$ cat src/sv/urx_pkg.sv
`default_nettype none

package urx_pkg;

	localparam int DEF_DATA_BITS = 8;
	localparam int MIN_DATA_BITS = 5;
	localparam int BYTE_W        = 8;
	localparam int CNT_W         = 4;
	localparam int PERIOD_W      = 16;
	localparam int TICK_W        = PERIOD_W + 1;
	localparam int CFG_IDX_W     = 8;
	localparam int CFG_DATA_W    = 16;

	localparam logic [CFG_IDX_W-1:0] REG_CLOCKS_PER_BIT = CFG_IDX_W'(0);
	localparam logic [CFG_IDX_W-1:0] REG_DATA_BIT_COUNT = CFG_IDX_W'(1);
	localparam logic [CFG_IDX_W-1:0] REG_STOP_BIT_COUNT = CFG_IDX_W'(2);
	localparam logic [CFG_IDX_W-1:0] REG_PARITY_ENABLE  = CFG_IDX_W'(3);

	localparam logic [PERIOD_W-1:0] RST_CLOCKS_PER_BIT = PERIOD_W'(868);
	localparam logic [CNT_W-1:0]    RST_DATA_BIT_COUNT = CNT_W'(8);
	localparam logic [1:0]          RST_STOP_BIT_COUNT = 2'd1;

	typedef struct packed {
		logic [PERIOD_W-1:0] clocks_per_bit;
		logic [CNT_W-1:0]    data_bit_count;
		logic [1:0]          stop_bit_count;
		logic                parity_enable;
	} cfg_t;

	typedef struct packed {
		logic [BYTE_W-1:0] rx_byte;
		logic              parity_error;
	} result_t;

	typedef enum logic [3:0] {
		PH_IDLE   = 4'b0001,
		PH_DATA   = 4'b0010,
		PH_PARITY = 4'b0100,
		PH_STOP   = 4'b1000
	} phase_t;

endpackage

`default_nettype wire

$ cat src/sv/urx_frame.sv
`default_nettype none

module urx_frame import urx_pkg::*; #(
	parameter int MAX_DATA_BITS = DEF_DATA_BITS
) (
	input  wire logic    clk,
	input  wire logic    arst_n,
	input  wire cfg_t    cfg,
	input  wire logic    step,
	input  wire logic    level,
	output logic         res_valid,
	output result_t      res
);

	phase_t                    phase_q, phase_d;
	logic [TICK_W-1:0]         tick_q, tick_d;
	logic [CNT_W-1:0]          rem_q, rem_d, rem_dec;
	logic [MAX_DATA_BITS-1:0]  shift_q, shift_d, shift_in;
	logic [MAX_DATA_BITS:0]    shift_up;
	logic                      acc_q, acc_d;
	logic                      bad_q, bad_d;

	logic [PERIOD_W-1:0]       period;
	logic [TICK_W:0]           period_x3;
	logic [CNT_W-1:0]          n_bits;
	logic [CNT_W-1:0]          n_stop;
	logic [BYTE_W-1:0]         shift_ext;

	assign period    = (cfg.clocks_per_bit == '0) ? PERIOD_W'(1) : cfg.clocks_per_bit;
	assign period_x3 = {2'b00, period} + {1'b0, period, 1'b0};
	assign n_stop    = (cfg.stop_bit_count == 2'd0) ? CNT_W'(1) : CNT_W'(cfg.stop_bit_count);
	assign rem_dec   = (rem_q != '0) ? rem_q - CNT_W'(1) : '0;

	// clamp the data bit count into the supported range
	always_comb begin
		if (cfg.data_bit_count < CNT_W'(MIN_DATA_BITS)) begin
			n_bits = CNT_W'(MIN_DATA_BITS);
		end else if (cfg.data_bit_count > CNT_W'(MAX_DATA_BITS)) begin
			n_bits = CNT_W'(MAX_DATA_BITS);
		end else begin
			n_bits = cfg.data_bit_count;
		end
	end

	// shift right, insert the new bit at the top data position
	assign shift_up = {1'b0, shift_q};
	always_comb begin
		for (int i = 0; i < MAX_DATA_BITS; i++) begin
			shift_in[i] = shift_up[i+1] | (level && (n_bits == CNT_W'(i + 1)));
		end
	end

	assign shift_ext = BYTE_W'(shift_q);
	always_comb begin
		for (int i = 0; i < BYTE_W; i++) begin
			res.rx_byte[i] = shift_ext[i] & (CNT_W'(i) < n_bits);
		end
		res.parity_error = bad_q;
	end

	always_comb begin
		phase_d   = phase_q;
		tick_d    = tick_q;
		rem_d     = rem_q;
		shift_d   = shift_q;
		acc_d     = acc_q;
		bad_d     = bad_q;
		res_valid = 1'b0;
		if (step) begin
			if (phase_q == PH_IDLE) begin
				if (!level) begin
					phase_d = PH_DATA;
					rem_d   = n_bits;
					shift_d = '0;
					acc_d   = 1'b0;
					bad_d   = 1'b0;
					tick_d  = period_x3[TICK_W:1];
				end
			end else if (tick_q > TICK_W'(1)) begin
				tick_d = tick_q - TICK_W'(1);
			end else begin
				tick_d = TICK_W'(period);
				case (phase_q)
					PH_DATA: begin
						shift_d = shift_in;
						acc_d   = acc_q ^ level;
						rem_d   = rem_dec;
						if (rem_dec == '0) begin
							if (cfg.parity_enable) begin
								phase_d = PH_PARITY;
							end else begin
								phase_d = PH_STOP;
								rem_d   = n_stop;
							end
						end
					end
					PH_PARITY: begin
						bad_d   = level ^ acc_q;
						phase_d = PH_STOP;
						rem_d   = n_stop;
					end
					default: begin
						// a low stop sample is not counted
						if (level) begin
							rem_d = rem_dec;
							if (rem_dec == '0) begin
								phase_d   = PH_IDLE;
								res_valid = 1'b1;
							end
						end
					end
				endcase
			end
		end
	end

	always_ff @(posedge clk or negedge arst_n) begin
		if (!arst_n) begin
			phase_q <= PH_IDLE;
			tick_q  <= '0;
			rem_q   <= '0;
			shift_q <= '0;
			acc_q   <= 1'b0;
			bad_q   <= 1'b0;
		end else begin
			phase_q <= phase_d;
			tick_q  <= tick_d;
			rem_q   <= rem_d;
			shift_q <= shift_d;
			acc_q   <= acc_d;
			bad_q   <= bad_d;
		end
	end

endmodule

`default_nettype wire

$ cat src/sv/urx_skid.sv
`default_nettype none

module urx_skid import urx_pkg::*; (
	input  wire logic    clk,
	input  wire logic    arst_n,
	input  wire logic    push,
	input  wire result_t push_data,
	output logic         in_ready,
	output logic         out_valid,
	output result_t      out_data,
	input  wire logic    out_ready
);

	logic    out_valid_q;
	logic    skid_valid_q;
	result_t out_q;
	result_t skid_q;
	logic    pop;

	assign pop       = out_valid_q & out_ready;
	assign in_ready  = ~skid_valid_q;
	assign out_valid = out_valid_q;
	assign out_data  = out_q;

	always_ff @(posedge clk or negedge arst_n) begin
		if (!arst_n) begin
			out_valid_q  <= 1'b0;
			skid_valid_q <= 1'b0;
		end else if (skid_valid_q) begin
			if (pop) begin
				skid_valid_q <= 1'b0;
			end
		end else if (push) begin
			if (out_valid_q && !pop) begin
				skid_valid_q <= 1'b1;
			end else begin
				out_valid_q <= 1'b1;
			end
		end else if (pop) begin
			out_valid_q <= 1'b0;
		end
	end

	always_ff @(posedge clk) begin
		if (skid_valid_q) begin
			if (pop) begin
				out_q <= skid_q;
			end
		end else if (push) begin
			if (out_valid_q && !pop) begin
				skid_q <= push_data;
			end else begin
				out_q <= push_data;
			end
		end
	end

endmodule

`default_nettype wire

$ cat src/sv/uart_receiver_top.sv
// The line sample that completes a frame puts its result on m_tvalid in the next cycle
// when the output register is free; otherwise the result waits in the skid stage.
// Throughput: one line sample per cycle while s_tready is high; the frame state registers update
// on every accepted sample. s_tready drops only while the output and skid stages both hold a result.
// arst_n clears the frame state to waiting for a start bit, empties the output stages
// and restores the registers to RST_CLOCKS_PER_BIT, 8 data bits, 1 stop bit, no parity.
`default_nettype none

module uart_receiver_top import urx_pkg::*; #(
	parameter int MAX_DATA_BITS = DEF_DATA_BITS
) (
	input  wire logic                  clk,
	input  wire logic                  arst_n,
	input  wire logic                  s_tvalid,
	output logic                       s_tready,
	input  wire logic [7:0]            s_tdata,    // [0] rx_level
	output logic                       m_tvalid,
	input  wire logic                  m_tready,
	output logic [7:0]                 m_tdata,    // [7:0] rx_byte
	output logic [0:0]                 m_tuser,    // [0] parity_error
	input  wire logic                  cfg_valid,
	output logic                       cfg_ready,
	input  wire logic [CFG_IDX_W-1:0]  cfg_index,
	input  wire logic [CFG_DATA_W-1:0] cfg_data
);

	cfg_t    cfg_q;
	logic    step;
	logic    res_valid;
	result_t res;
	result_t out_data;

	assign cfg_ready = 1'b1;
	assign step      = s_tvalid & s_tready;

	always_ff @(posedge clk or negedge arst_n) begin
		if (!arst_n) begin
			cfg_q.clocks_per_bit <= RST_CLOCKS_PER_BIT;
			cfg_q.data_bit_count <= RST_DATA_BIT_COUNT;
			cfg_q.stop_bit_count <= RST_STOP_BIT_COUNT;
			cfg_q.parity_enable  <= 1'b0;
		end else if (cfg_valid) begin
			case (cfg_index)
				REG_CLOCKS_PER_BIT: cfg_q.clocks_per_bit <= cfg_data[PERIOD_W-1:0];
				REG_DATA_BIT_COUNT: cfg_q.data_bit_count <= cfg_data[CNT_W-1:0];
				REG_STOP_BIT_COUNT: cfg_q.stop_bit_count <= cfg_data[1:0];
				REG_PARITY_ENABLE:  cfg_q.parity_enable  <= cfg_data[0];
				default: ;
			endcase
		end
	end

	urx_frame #(
		.MAX_DATA_BITS(MAX_DATA_BITS)
	) u_frame (
		.clk      (clk),
		.arst_n   (arst_n),
		.cfg      (cfg_q),
		.step     (step),
		.level    (s_tdata[0]),
		.res_valid(res_valid),
		.res      (res)
	);

	urx_skid u_skid (
		.clk      (clk),
		.arst_n   (arst_n),
		.push     (res_valid),
		.push_data(res),
		.in_ready (s_tready),
		.out_valid(m_tvalid),
		.out_data (out_data),
		.out_ready(m_tready)
	);

	assign m_tdata    = out_data.rx_byte;
	assign m_tuser[0] = out_data.parity_error;

endmodule

`default_nettype wire

$ cat config.mk
export PLATFORM = sky130hd
export DESIGN_NAME = uart_receiver_top
export DESIGN_NICKNAME = d
export VERILOG_FILES = /design/src/sv/urx_pkg.sv /design/src/sv/urx_frame.sv /design/src/sv/urx_skid.sv /design/src/sv/uart_receiver_top.sv
export SDC_FILE = /design/constraint.sdc
export NUM_CORES = 1
export LEC_CHECK = 0
export ABC_AREA = 1
export BUFFER_PORTS_ARGS = -buffer_cell sky130_fd_sc_hd__buf_2
export CORE_MARGIN = 2
export CORE_UTILIZATION = 30
export DETAILED_ROUTE_END_ITERATION = 6
export GPL_TIMING_DRIVEN = 0
export SLEW_MARGIN = 25
export SYNTH_ARGS = -nofsm -noshare
export SYNTH_HDL_FRONTEND = slang
export SYNTH_SLANG_ARGS = --single-unit
$ cat constraint.sdc
create_clock -name clk -period 3.5 [get_ports clk]
set_clock_uncertainty 0.15 [all_clocks]
set_input_delay 0.35 -clock clk [delete_from_list [all_inputs] [get_ports clk]]
set_output_delay 0.35 -clock clk [all_outputs]
set_load 0.005 [all_outputs]
==> results of run 1 <==
==> logic make-up (layout without fill, tap and decap cells) <==
| group | Yosys count | count (layout) | synth area share |
|---|---|---|---|
| fa+ha+maj | 25 | 25 | 0.0591 |
| flops | 78 | 78 | 0.388 |
| compound gates | 110 | 110 | 0.114 |
| mux | 12 | 12 | 0.0255 |
| simple gates | 365 | 365 | 0.307 |
| xor+xnor | 12 | 12 | 0.0198 |
| buf+inv | 111 | 169 | 0.0858 |
| other cells | 1 | 1 | 0.000708 |
==> cell type report <==
| cell class | count | area [µm²] | share of cell area |
|---|---|---|---|
| multi-input cells | 525 | 2790 | 0.457 |
| flip-flops and latches | 78 | 2050 | 0.337 |
| inverters | 89 | 334 | 0.0548 |
| well taps | 225 | 282 | 0.0462 |
| repair buffers | 42 | 233 | 0.0382 |
| clock buffers | 9 | 225 | 0.0369 |
| plain buffers | 22 | 120 | 0.0197 |
| clock inverters | 7 | 62.6 | 0.0103 |
==> registers in the layout, indices dropped and copies added (netlist names) <==
signal,cells
u_skid.out_valid,1
u_frame.phase_q,4
u_frame.acc_q,1
u_frame.tick_q,17
u_skid.skid_valid_q,1
u_skid.skid_q,9
u_frame.rem_q,4
u_skid.out_data,9
u_frame.bad_q,1
u_frame.shift_ext,8
cfg_q,23
==> power groups by stage <==
stage          clock network (mW)  registers (mW)  logic (mW)
2_1_floorplan                   0            1.05       0.267
5_1_grt                     0.975            1.06       0.433
3_3_place_gp                    0            1.07       0.366
4_1_cts                     0.945            1.05       0.374
6_report                    0.917            1.05       0.372
3_5_place_dp                    0            1.07       0.369
==> placed cells by master, fill, tap and decap left out, types with 12 or more instances in the layout <==
master / instances
nand2_1: 206
inv_1: 85
nor2_1: 74
dfrtp_1: 52
buf_2: 45
nand3_1: 42
a21oi_1: 39
o21ai_0: 38
ha_1: 25
edfxtp_1: 18
o21ai_1: 13
clkbuf_1: 12
mux2_2: 12
==> metal layers <==
layer  vias to the layer above  routed length [µm]  part of all wire
li1                       2412                   -                 -
met4                         0                 195             0.015
met5                         -                   0                 0
met1                      2115                6380              0.50
met3                        10                 518             0.041
met2                        97                5630              0.44
==> worst max-delay path by stage <==
stage,end,depth (start not counted),start,slack [ns]
6_report,u_frame.tick_q[16]$_DFFE_PN0P_,18,cfg_q[21]$_DFFE_PN0P_,0.30
5_1_grt,u_frame.tick_q[14]$_DFFE_PN0P_,18,cfg_q[9]$_DFFE_PN1P_,0.05
4_1_cts,u_frame.tick_q[16]$_DFFE_PN0P_,18,cfg_q[21]$_DFFE_PN0P_,0.30
3_5_place_dp,u_frame.tick_q[14]$_DFFE_PN0P_,16,cfg_q[21]$_DFFE_PN0P_,0.33
3_3_place_gp,u_frame.tick_q[14]$_DFFE_PN0P_,16,cfg_q[21]$_DFFE_PN0P_,0.32
2_1_floorplan,u_frame.tick_q[14]$_DFFE_PN0P_,17,cfg_q[9]$_DFFE_PN1P_,0.86
==> stage by stage <==
step,area [µm²],utilization
floorplan,5300,-
global placement,5780,0.334
detailed placement,5800,0.335
CTS,6100,0.353
global route,6100,0.353
finish,6100,0.353
==> results.json, run 1 <==
{
  "status": "finished, final reports clean",
  "yosysWarnings": 0,
  "async_flop_share": 0.769,
  "cp_top_family": "simple AND/OR/NAND/NOR gates",
  "ys_ff_latch": 78,
  "grt_pass1_wl_mm": 21.7,
  "grt_max_degree": 39,
  "period_needed_ns": 3.20,
  "syn_avg_cell_area_um2": 7.42,
  "postCtsSetupRepairBufs": 0,
  "syn_area_mm2": 0.00530,
  "reg2reg_from": "cfg_q[21]$_DFFE_PN0P_",
  "cp.required_ns": 3.61,
  "fin_crit_sh": 0.914,
  "use_met1": 0.203,
  "p_comb_frac": 0.159,
  "hp-start": "cfg_data[11]",
  "cts_tree": "done",
  "ant_nets": 0,
  "vias": 4634,
  "synth.most_common_cell": "nand2_1",
  "critPathSlowestCell": "dfrtp_1",
  "hold_ws_ns": 0.0805,
  "routedWlPerCell_um": 12.8,
  "drc": 0,
  "hpwl_mm": 10.0,
  "fmax_ghz": 0.313,
  "antenna_found_initial": 0,
  "netlist_top_cells_area": "dfrtp_1, nand2_1, edfxtp_1, inv_1, ha_1",
  "n_antenna_cell": 0,
  "die_h_um": 137,
  "cp_max_fo": 10,
  "path_buf_inv": 3,
  "fin_ws_ns": 0.301,
  "setup_viol_count_final": 0,
  "p_per_area_mw_per_mm2": 384,
  "hold_path.class": "in -> reg",
  "worstSetupEndpointType": "flop",
  "die_w_um": 137,
  "start_util": 0.306,
  "grt_remaining_overflow": 0,
  "hold_viol": 0,
  "clock_latency_ns": 0.35,
  "cts.repair.resized": 0,
  "cts-root-buf": "clkbuf_16",
  "synth_edf_count": 18,
  "worstSetupStartpointType": "flop",
  "setup_tns_ns": 0,
  "dp_slack_ns": 0.333,
  "std_cell_rows": 48,
  "gp_congestion": 0.895,
  "drv_slew": 0,
  "p_seq_frac": 0.450,
  "port_buffers": 40,
  "rrSetupSlack_ns": 0.30,
  "grtUsageMet3": 0.0348,
  "initialDrtViolationCount": 313,
  "htree_levels": 3,
  "syn_to_final_growth_pct": 15.1,
  "cts_sinks": 78,
  "p_switching_mw": 0.713,
  "coreArea_mm2": 0.0173,
  "place_inst": 980,
  "relSlewSlack": 0.505,
  "power_mw": 2.34,
  "synth_top_area_frac": 0.246,
  "leakagePower_nw": 2.97,
  "syn_nets": 776,
  "rsz0062_at_grt": "false",
  "critPathMaxStageDelay_ns": 0.44,
  "io_pins": 49,
  "finalNonFillerCells": 997,
  "grt-busiest-layer": "met2",
  "hold_depth": 2,
  "worstPathArrival_ns": 3.31,
  "crit_top_cell": "nand2_1",
  "reg2regPathDepth": 18,
  "reg2reg_to": "u_frame.tick_q[16]$_DFFE_PN0P_",
  "gr-usage-met2": 0.229,
  "p_int_mw": 1.63,
  "grt_util_all_layers": 0.148,
  "dieArea_mm2": 0.0187,
  "drt_first_pass_iters": 5,
  "swShare": 0.304,
  "yosysSeqAreaShare": 0.388,
  "yosys-top-cells-count": "nand2_1, inv_1, nor2_1, dfrtp_1, nand3_1",
  "crit_chain": "inv_1 -> ha_1 -> and3_1 -> nand3_1 -> buf_2 -> nand2_1 -> inv_1 -> ha_1 -> nand2_1 -> nor2_1 -> nand2_1 -> nand3_1 -> nand2_1 -> nand2_1 -> nand3_1 -> nand2_1 -> nand2_1 -> a22oi_1",
  "fin_nets": 829,
  "worstMarginPinSlew_ns": 0.740,
  "ys.flop_type": "dfrtp_1",
  "cts.hold.buffers_added": 1,
  "critical_path_class": "reg -> reg",
  "p_clk_frac": 0.391,
  "maxCapViolCount": 0,
  "syn_inst": 714,
  "drive_above_1_share": 0.157,
  "synth_top_area_cell": "dfrtp_1",
  "cts_buffers": 9,
  "viasPerCell": 4.65,
  "cts.path.max_buffers": 2,
  "min_to": "cfg_q[18]$_DFFE_PN0P_",
  "path_clk_slew_ns": 0.06,
  "ys_types": 46,
  "peakVddDrop_v": 0.000321,
  "grt_pass1_vias": 4452,
  "wirelength_mm": 12.7,
  "n_fill_cell": 1871
}
Power figures use the tool's default switching activity.
==> run 2, diff against run 1 <==
- CORE_UTILIZATION: 30 -> 50
- PLACE_DENSITY: unset -> 0.69
==> run 2 against run 1 <==
Final area is 3.7% lower. Die area shrank 39%. Global-route usage grew 8.7 points. Clock power down 25%. Sequential share of layout area increased by 1.3 points. Largest power group unchanged. Critical endpoint unchanged. Maximum frequency up 1.4%. Final cell count is 9.0% lower. Via count up 2.6%. Core utilization is 22 points higher. Combinational power up 2%. Flip-flop and latch count did not move. Routed wire length fell by 0.27%. Critical path type unchanged.
==> results.json, run 2 (same netlist as run 1, synthesis figures left out) <==
{
  "status": "finished, final reports clean",
  "hold_path.class": "in -> reg",
  "worstSetupStartpointType": "flop",
  "period_needed_ns": 3.16,
  "cts.hold.buffers_added": 1,
  "die_h_um": 107,
  "die_w_um": 107,
  "hold_viol": 0,
  "ant_nets": 0,
  "wirelength_mm": 12.7,
  "port_buffers": 40,
  "start_util": 0.513,
  "place_inst": 890,
  "coreArea_mm2": 0.0103,
  "top_regs": "cfg_q (23), u_frame.tick_q (17)",
  "routedWlPerCell_um": 14.0,
  "dieArea_mm2": 0.0114,
  "cts_buffers": 9,
  "setup_tns_ns": 0,
  "relSlewSlack": 0.497,
  "htree_levels": 3,
  "grt_max_degree": 61,
  "n_antenna_cell": 0,
  "leakagePower_nw": 2.91,
  "largest_reg_flops": 23,
  "grt_remaining_overflow": 0,
  "antenna_found_initial": 0,
  "reg2reg_from": "cfg_q[9]$_DFFE_PN1P_",
  "cts-root-buf": "clkbuf_8",
  "cts.repair.resized": 0,
  "final_cell_mix": "nand2_1, inv_1, nor2_1",
  "cp_max_fo": 10,
  "fmax_ghz": 0.317,
  "drc": 0,
  "worstMarginPinSlew_ns": 0.754,
  "std_cell_rows": 37,
  "finalNonFillerCells": 907,
  "hpwl_mm": 9.88,
  "grt_util_all_layers": 0.235,
  "path_clk_slew_ns": 0.09,
  "critical_path_class": "reg -> reg",
  "syn_to_final_growth_pct": 10.9,
  "drt_first_pass_iters": 7,
  "crit_start": "cfg_q[9]$_DFFE_PN1P_",
  "power_mw": 2.12,
  "postCtsSetupRepairBufs": 0,
  "drv_slew": 0,
  "clock_latency_ns": 0.36,
  "gp_congestion": 0.912,
  "p_per_area_mw_per_mm2": 362,
  "maxCapViolCount": 0,
  "grt_pass1_wl_mm": 21.2,
  "cts_tree": "done",
  "cp.required_ns": 3.58,
  "worstSetupEndpointType": "flop",
  "hp-start": "cfg_data[13]",
  "vias": 4756,
  "cts_sinks": 78,
  "drive_above_1_share": 0.154,
  "io_pins": 49,
  "worstPathArrival_ns": 3.24,
  "peakVddDrop_v": 0.000264,
  "grt_pass1_vias": 4488,
  "final_common_cell": "nand2_1",
  "cts.path.max_buffers": 2,
  "viasPerCell": 5.24,
  "rsz0062_at_grt": "false",
  "top_register": "cfg_q",
  "final_area_mm2": 0.00587,
  "fin_crit_sh": 0.902,
  "initialDrtViolationCount": 274,
  "fin_nets": 828,
  "place_area_mm2": 0.00567,
  "setup_viol_count_final": 0
}
[run 2: cell count changes in the layout (fill, tap and decap cells not counted), sizes merged]
cell,previous run,this run
inv,94,91
buf,51,50
bufinv,0,1
clkbuf,21,22
clkinv,1,2
[run 2: area by class of cell]
class | count | area (µm²)
Fill cell | 1009 | 4450
Clock buffer | 10 | 128
Clock inverter | 6 | 68.8
Timing Repair Buffer | 41 | 213
Multi-Input combinational cell | 525 | 2790
Tap cell | 136 | 170
Inverter | 89 | 334
Sequential cell | 78 | 2050
Buffer | 22 | 120
[run 2: metrics by stage]
| stage | hold slack (ns) | setup slack [ns] | util |
|---|---|---|---|
| 6_report | 0.0678 | 0.344 | 0.569 |
| 5_1_grt | 0.0588 | 0.00118 | 0.569 |
| 4_1_cts | 0.0526 | 0.328 | 0.569 |
| 3_5_place_dp | 0.324 | 0.353 | 0.549 |
| 3_3_place_gp | 0.317 | 0.351 | 0.549 |
| 2_1_floorplan | -0.0956 | 0.863 | - |
[run 2: worst max-delay path, cell delays in order (launching register included)]
cell     delay, ns
dfstp_2       0.60
inv_1         0.08
ha_1          0.20
nand2_1       0.05
nor2_1        0.04
nand3_1       0.20
buf_2         0.29
nand2_1       0.13
xor2_1        0.15
inv_1         0.06
ha_1          0.18
inv_1         0.05
nand2_1       0.09
nand2_1       0.08
nand3_1       0.16
nand2_1       0.13
nand2_1       0.07
nand3_1       0.07
nand2_1       0.05
nand2_1       0.10
a22oi_1       0.09
[run 2: where the power goes]
group / total (mW) / switching [mW] / internal [mW]
Combinational: 0.378 / 0.236 / 0.142
Clock: 0.692 / 0.357 / 0.335
Sequential: 1.06 / 0.0681 / 0.987
[run 2: path summary, 6_finish.rpt]
check / cells past startpoint / slack (ns) / endpoint
worst min-delay path: 2 / 0.07 / cfg_q[20]$_DFFE_PN0P_
worst min register to register: 2 / 0.34 / cfg_q[4]$_DFFE_PN0P_
worst max register to register: 20 / 0.34 / u_frame.tick_q[16]$_DFFE_PN0P_
worst max-delay path: 20 / 0.34 / u_frame.tick_q[16]$_DFFE_PN0P_
max in group asynchronous: 2 / 2.25 / u_frame.tick_q[16]$_DFFE_PN0P_
min in group asynchronous: 2 / 0.44 / cfg_q[20]$_DFFE_PN0P_
[run 2: per-layer routing]
| metal | global-route usage | up-vias | share of wire | routed length, µm |
|---|---|---|---|---|
| li1 | - | 2412 | - | - |
| met3 | 0.0359 | 22 | 0.053 | 669 |
| met5 | 0 | - | 0 | 0 |
| met4 | 0.0853 | 0 | 0.023 | 286 |
| met1 | 0.318 | 2167 | 0.46 | 5890 |
| met2 | 0.382 | 155 | 0.46 | 5850 |
